<file path="src/hdl/kwd_pkg.sv">
// Shared types and constants for the key-locked watchdog.
package kwd_pkg;

  localparam logic [31:0] FEED_KEY = 32'd1515870810;
  localparam logic [31:0] LOCK_KEY = 32'd449635665;

  typedef enum logic [1:0] {
    REQ_TICK  = 2'd0,
    REQ_READ  = 2'd1,
    REQ_WRITE = 2'd2,
    REQ_NOP   = 2'd3
  } req_kind_t;

  localparam logic [2:0] REG_CONTROL = 3'd0;
  localparam logic [2:0] REG_RELOAD  = 3'd1;
  localparam logic [2:0] REG_COUNT   = 3'd2;
  localparam logic [2:0] REG_STATUS  = 3'd3;
  localparam logic [2:0] REG_KEY     = 3'd4;

  localparam int CTRL_ENABLE = 0;
  localparam int CTRL_INTEN  = 1;

  typedef struct packed {
    logic [1:0]  req_type;
    logic [2:0]  reg_index;
    logic [31:0] write_data;
  } kwd_req_t;

  typedef struct packed {
    logic [31:0] read_data;
    logic        irq_level;
    logic        bad_register;
  } kwd_rsp_t;

endpackage

</file>
<file path="src/hdl/kwd_if.sv">
// Valid/ready channel interfaces for watchdog requests and responses.
interface kwd_req_if;
  logic        valid;
  logic        ready;
  logic [1:0]  req_type;
  logic [2:0]  reg_index;
  logic [31:0] write_data;

  modport source (output valid, output req_type, output reg_index, output write_data,
                  input ready);
  modport sink (input valid, input req_type, input reg_index, input write_data,
                output ready);
endinterface

interface kwd_rsp_if;
  logic        valid;
  logic        ready;
  logic [31:0] read_data;
  logic        irq_level;
  logic        bad_register;

  modport source (output valid, output read_data, output irq_level, output bad_register,
                  input ready);
  modport sink (input valid, input read_data, input irq_level, input bad_register,
                output ready);
endinterface

</file>
<file path="src/hdl/kwd_core.sv">
// Watchdog register state and the single-step update for one request.
module kwd_core (
  input  logic              clk,
  input  logic              rst,
  input  logic              step,
  input  kwd_pkg::kwd_req_t req,
  output kwd_pkg::kwd_rsp_t rsp
);
  import kwd_pkg::*;

  logic [1:0]  control_bits, control_bits_next;
  logic [31:0] reload_value, reload_value_next;
  logic [31:0] down_count, down_count_next;
  logic        timeout_flag, timeout_flag_next;
  logic        locked, locked_next;
  logic        idx_bad;
  logic [31:0] count_dec;

  assign idx_bad   = (req.reg_index > REG_KEY);
  assign count_dec = down_count - 32'd1;

  always_comb begin
    control_bits_next = control_bits;
    reload_value_next = reload_value;
    down_count_next   = down_count;
    timeout_flag_next = timeout_flag;
    locked_next       = locked;
    rsp.read_data     = '0;
    rsp.bad_register  = 1'b0;
    unique case (req_kind_t'(req.req_type))
      REQ_TICK: begin
        if (control_bits[CTRL_ENABLE] && (down_count != '0)) begin
          down_count_next = count_dec;
          if (count_dec == '0) timeout_flag_next = 1'b1;
        end
      end
      REQ_READ: begin
        rsp.bad_register = idx_bad;
        unique case (req.reg_index)
          REG_CONTROL: rsp.read_data = {30'd0, control_bits};
          REG_RELOAD:  rsp.read_data = reload_value;
          REG_COUNT:   rsp.read_data = down_count;
          REG_STATUS:  rsp.read_data = {31'd0, timeout_flag};
          default:     rsp.read_data = '0;
        endcase
      end
      REQ_WRITE: begin
        rsp.bad_register = idx_bad;
        unique case (req.reg_index)
          REG_CONTROL: begin
            if (!locked) begin
              control_bits_next = req.write_data[1:0];
              // A rising edge of enable restarts the countdown.
              if (req.write_data[CTRL_ENABLE] && !control_bits[CTRL_ENABLE])
                down_count_next = reload_value;
            end
          end
          REG_RELOAD: begin
            if (!locked) reload_value_next = req.write_data;
          end
          REG_STATUS: begin
            if (req.write_data[0]) timeout_flag_next = 1'b0;
          end
          REG_KEY: begin
            if (!locked) begin
              if (req.write_data == FEED_KEY) begin
                down_count_next   = reload_value;
                timeout_flag_next = 1'b0;
              end else if (req.write_data == LOCK_KEY) begin
                locked_next = 1'b1;
              end
            end
          end
          default: ;
        endcase
      end
      default: ;
    endcase
    rsp.irq_level = timeout_flag_next & control_bits_next[CTRL_INTEN];
  end

  always_ff @(posedge clk) begin
    if (rst) begin
      control_bits <= '0;
      reload_value <= '0;
      down_count   <= '0;
      timeout_flag <= 1'b0;
      locked       <= 1'b0;
    end else if (step) begin
      control_bits <= control_bits_next;
      reload_value <= reload_value_next;
      down_count   <= down_count_next;
      timeout_flag <= timeout_flag_next;
      locked       <= locked_next;
    end
  end

  a_lock_sticky: assert property (@(posedge clk) disable iff (rst) locked |=> locked)
    else $error("lock flag cleared without reset");
  a_locked_reload: assert property (@(posedge clk) disable iff (rst)
    locked |=> $stable(reload_value))
    else $error("reload value changed while locked");
  a_timeout_at_zero: assert property (@(posedge clk) disable iff (rst)
    $rose(timeout_flag) |-> (down_count == '0))
    else $error("timeout flag set with nonzero count");
  a_idle_stable: assert property (@(posedge clk) disable iff (rst)
    !step |=> $stable(down_count) && $stable(control_bits))
    else $error("state changed without a request");
endmodule

</file>
<file path="src/hdl/key_locked_watchdog.sv">
// Top level of the key-locked watchdog: request register, core and response register.
//
// Usage: each request transaction on req is a tick (req_type 0), a register read (1)
// or a register write (2); type 3 is a no-op. Registers: 0 control (enable, irq
// enable), 1 reload, 2 count (read only), 3 status (write 1 clears timeout),
// 4 key (feed or lock key, reads 0). Every request produces exactly one response
// transaction on rsp with read_data, irq_level (state after the request) and
// bad_register for reads and writes to indexes 5 to 7.
// A request taken on req is held in the input register, then applied to the watchdog state
// at the same edge that loads its response into the response register, which makes it valid.
// Throughput is one request per cycle while the response register is free or being taken,
// as the core updates its state in a single step; req.ready stays high in that case.
// When the receiver stalls, the response holds, one more request waits in the input
// register, and then req.ready drops; state only advances as responses move out.
// Synchronous reset clears all watchdog state, including the lock, and empties both stages.
module key_locked_watchdog (
  input logic clk,
  input logic rst,
  kwd_req_if.sink   req,
  kwd_rsp_if.source rsp
);
  import kwd_pkg::*;

  kwd_req_t in_reg;
  logic     in_valid;
  kwd_rsp_t out_reg;
  logic     out_valid;
  kwd_rsp_t core_rsp;
  logic     advance;

  assign advance   = in_valid && (!out_valid || rsp.ready);
  assign req.ready = !in_valid || advance;

  kwd_core u_core (
    .clk  (clk),
    .rst  (rst),
    .step (advance),
    .req  (in_reg),
    .rsp  (core_rsp)
  );

  always_ff @(posedge clk) begin
    if (rst) begin
      in_valid  <= 1'b0;
      out_valid <= 1'b0;
    end else begin
      if (req.ready) in_valid <= req.valid;
      if (advance) out_valid <= 1'b1;
      else if (rsp.ready) out_valid <= 1'b0;
    end
  end

  always_ff @(posedge clk) begin
    if (req.valid && req.ready) begin
      in_reg.req_type   <= req.req_type;
      in_reg.reg_index  <= req.reg_index;
      in_reg.write_data <= req.write_data;
    end
    if (advance) out_reg <= core_rsp;
  end

  assign rsp.valid        = out_valid;
  assign rsp.read_data    = out_reg.read_data;
  assign rsp.irq_level    = out_reg.irq_level;
  assign rsp.bad_register = out_reg.bad_register;

  a_no_overwrite: assert property (@(posedge clk) disable iff (rst)
    out_valid && !rsp.ready |-> !advance)
    else $error("response overwritten while stalled");
  a_in_hold: assert property (@(posedge clk) disable iff (rst)
    in_valid && !advance |=> in_valid && $stable(in_reg))
    else $error("pending request lost");
  a_advance_fills: assert property (@(posedge clk) disable iff (rst)
    advance |=> out_valid)
    else $error("response stage not loaded");
endmodule
</file>
<file path="src/flat_wrapper.sv">
// flat-port wrapper written by rule: the top's interface ports become plain ports
module key_locked_watchdog_flat import kwd_pkg::*;
  (clk, rst, req_valid, req_req_type, req_reg_index, req_write_data, req_ready, rsp_valid, rsp_read_data, rsp_irq_level, rsp_bad_register, rsp_ready);
  kwd_req_if req_i ();
  kwd_rsp_if rsp_i ();
  input logic clk;
  input logic rst;
  input wire logic [$bits(req_i.valid)-1:0] req_valid;
  input wire logic [$bits(req_i.req_type)-1:0] req_req_type;
  input wire logic [$bits(req_i.reg_index)-1:0] req_reg_index;
  input wire logic [$bits(req_i.write_data)-1:0] req_write_data;
  output wire logic [$bits(req_i.ready)-1:0] req_ready;
  output wire logic [$bits(rsp_i.valid)-1:0] rsp_valid;
  output wire logic [$bits(rsp_i.read_data)-1:0] rsp_read_data;
  output wire logic [$bits(rsp_i.irq_level)-1:0] rsp_irq_level;
  output wire logic [$bits(rsp_i.bad_register)-1:0] rsp_bad_register;
  input wire logic [$bits(rsp_i.ready)-1:0] rsp_ready;
  assign req_i.valid = req_valid;
  assign req_i.req_type = req_req_type;
  assign req_i.reg_index = req_reg_index;
  assign req_i.write_data = req_write_data;
  assign req_ready = req_i.ready;
  assign rsp_valid = rsp_i.valid;
  assign rsp_read_data = rsp_i.read_data;
  assign rsp_irq_level = rsp_i.irq_level;
  assign rsp_bad_register = rsp_i.bad_register;
  assign rsp_i.ready = rsp_ready;
  key_locked_watchdog u_core (.clk(clk), .rst(rst), .req(req_i), .rsp(rsp_i));
endmodule
</file>
<file path="config.mk">
export PLATFORM = sky130hd
export DESIGN_NAME = key_locked_watchdog_flat
export DESIGN_NICKNAME = d
export VERILOG_FILES = /design/src/hdl/kwd_pkg.sv /design/src/hdl/kwd_if.sv /design/src/hdl/kwd_core.sv /design/src/hdl/key_locked_watchdog.sv /design/src/flat_wrapper.sv
export SDC_FILE = /design/constraint.sdc
export NUM_CORES = 1
export LEC_CHECK = 0
export ABC_AREA = 1
export BUFFER_PORTS_ARGS = -buffer_cell sky130_fd_sc_hd__buf_2
export CAP_MARGIN = 20
export CORE_ASPECT_RATIO = 1.75
export CORE_MARGIN = 1
export CORE_UTILIZATION = 63
export CTS_CLUSTER_SIZE = 16
export DETAILED_ROUTE_END_ITERATION = 8
export PLACE_DENSITY = 0.82
export RECOVER_POWER = 25
export SLEW_MARGIN = 0
export SYNTH_ARGS = -nofsm -noshare
export SYNTH_HDL_FRONTEND = slang
export SYNTH_SLANG_ARGS = --single-unit
</file>
<file path="constraint.sdc">
create_clock -name clk -period 6 [get_ports clk]
set_input_delay 0.3 -clock clk [delete_from_list [all_inputs] [get_ports clk]]
set_output_delay 0.3 -clock clk [all_outputs]
set_load 0.02 [all_outputs]
</file>
==> flow_summary.yaml <==
clock_network:
  cts-resized-gates: 0
  clock_latency_ns: 0.42
  postCtsHoldBufs: 0
  cts_tree: "yes"
  ctsLongestPathBuffers: 2
  clockRootBuffer: "clkbuf_16"
  postCtsSetupRepairBufs: 0
  cts_sinks: 141
  cts_buffers: 17
  cts-htree-levels: 4
  clkSlewWorstSetupHoldPaths_ns: 0.06
global_routing:
  first_global_vias: 6163
  grt_max_degree: 47
  grt_pass1_wl_um: 29900
  grtUsageMet3_pct: 7.43
  grt_use_met1_pct: 39.7
  busiest_layer: "met2"
  antenna_found_initial: 0
  grt.met2_usage_pct: 61.4
  track_usage_pct: 35.3
  overflow: 0
drt:
  firstDrtPassIters: 7
  wire_per_inst_um: 17.7
  drcViolationCount: 0
  drtAntennaViolNets: 0
  vias_per_cell: 5.96
  wl_um: 18800
  drt-initial-drc-count: 488
  num_vias: 6313
timing:
  slew_viol_final: 42
  slew_headroom_pct: -38.5
  clock_skew_ns: 0.00875
  setup_viol: 0
  setup_tns_ns: 0
  hold_violations: 0
  tightest_slew_ns: 2.08
  post-route-period-util_pct: 53.9
  rsz0062_at_grt: "false"
  fmax_mhz: 309
  layout_min_cycle_time_ns: 3.23
synthesis:
  synth_top_area_share_pct: 30.9
  ys_ff_latch: 141
  synth_ff_type: "edfxtp_1"
  syn-mean-instance-area_sq_um: 8.13
  netlist_area_sq_mm: 0.00691
  synthCells: 850
  async_flop_share_pct: 0
  synth-edff-count: 71
  synth.distinct_cells: 39
  syn_nets: 896
  synth_area_leader_cell: "edfxtp_1"
  netlist_top_cells_area: "edfxtp_1 (31%), dfxtp_1 (20%), nand2_1 (9.8%)"
  yosysWarningCount: 0
  seq_area_frac_synth_pct: 51.2
flow_run:
  drv_cap: 1
floorplanning:
  die_y_um: 141
  initial_core_util_pct: 64.6
  rows: 50
  core-area_sq_mm: 0.0107
  die_w_um: 81.2
  pin_count: 77
  die_area_sq_mm: 0.0114
finish:
  syn2layout_area_growth_pct: 15.3
  largest_register_ff_count: 37
  fin_util_pct: 74.4
  fin_nets: 963
  diodes: 0
  final_common_cell: "nand2_1"
  drive_gt1_share_pct: 13.8
  final_cell_mix: "nand2_1 (180), nor2_1 (119), inv_1 (86), a21oi_1 (80), edfxtp_1 (71)"
run_status:
  status: "complete, but fails checks"
  violations: "capacitance limit, slew limit"
setup_path:
  crit_path_end_kind: "flip-flop"
  required_ns: 6.33
  startpoint_type: "flip-flop"
  critPathSlowestCell: "ha_1"
  cpMostUsedCell: "a21oi_1"
  critPathKind: "flip-flop to flip-flop"
  arrival_ns: 3.56
  crit_path_max_incr_delay_ns: 0.71
  crit_chain: "inv_1 -> ha_1 -> o21ai_0 -> a21oi_1 -> a21boi_1 -> nand2_2 -> inv_2 -> o21ai_1 -> a21oi_1"
  crit_fanout: 42
power:
  p_per_area_mw_per_mm2: 320
  leakage_nw: 3.26
  vdd_ir_drop_max_uv: 240
placement:
  io_buffer_count: 76
  routabilityCongestion: 0.973
  hpwlAfterDp_um: 13000
worst_hold_path:
  hp-class: "primary input to flip-flop"
## synthesized netlist by cell type, drive strengths merged (3+ instances only)
library cell	number
edfxtp	71
nor4	7
a211oi	36
ha	5
inv	91
o21ai	57
nand4	14
clkbuf	28
nand2	191
nand3b	3
nor3	5
dfxtp	70
a31oi	10
a21oi	80
nand3	32
nor2	130
buf	8
## worst max-delay path, delay by kind of cell, from the launching register on
| family | cells | cell delay (ns) |
|---|---|---|
| compound gates | 5 | 0.95 |
| buf+inv | 2 | 0.76 |
| fa+ha+maj | 1 | 0.71 |
| flops | 1 | 0.40 |
| simple gates | 1 | 0.32 |
## routing by layer
layer,wire [um],vias to the layer above,share of wire [%]
li1,-,3011,-
met1,7070,2953,38
met2,9980,291,53
met3,947,58,5.0
met4,758,0,4.0
met5,0,-,0
## kinds of logic after synthesis
| group | share of synthesized area (%) |
|---|---|
| AND/OR/NAND/NOR | 24.8 |
| flip-flops | 51.2 |
| adder cells (fa/ha/maj) | 0.906 |
| AO/OA/AOI/OAI | 15.8 |
| XOR/XNOR | 0.380 |
| buffers and inverters | 7.05 |
## path summary, 6_finish.rpt
path / cells past startpoint / from / slack, ns / endpoint
worst max-delay path: 9 / u_core.in_reg[35] / 2.77 / u_core.u_core.down_count[16]
worst min register to register: 2 / u_core.u_core.reload_value[2] / 0.51 / u_core.u_core.reload_value[2]
worst min-delay path: 1 / req_write_data[31] / 0.05 / u_core.in_reg[31]
worst max register to register: 9 / u_core.in_reg[35] / 2.77 / u_core.u_core.down_count[16]
## power by group
part | internal [W] | leakage [nW] | switching, W
clock network | 0.000617 | 0.286 | 0.000426
logic | 0.000135 | 1.72 | 0.000291
registers | 0.00105 | 1.25 | 0.0000298
total | 0.00180 | 3.26 | 0.000747
## layout make-up
class,count,area [sq um]
clock buffer,20,468
timing repair buffer,84,443
tap,130,163
clock inverter,12,121
fill,846,2740
sequential,141,3530
multi-input combinational,582,2890
inverter,91,342
## through the flow
step	hold slack (ns)	cell area, sq um	power, W	setup slack [ns]	cells
final	0.0547	7960	0.00255	2.77	1060
after global routing	0.0405	7960	0.00264	2.54	1060
after CTS	0.0424	7940	0.00255	2.70	1057
after detailed placement	0.478	7350	0.00151	2.78	1025
after global placement	0.476	7350	0.00151	2.98	1025
after floorplan	0.399	6910	0.00140	3.56	850
Note: power is estimated with default switching activity, not from simulation.
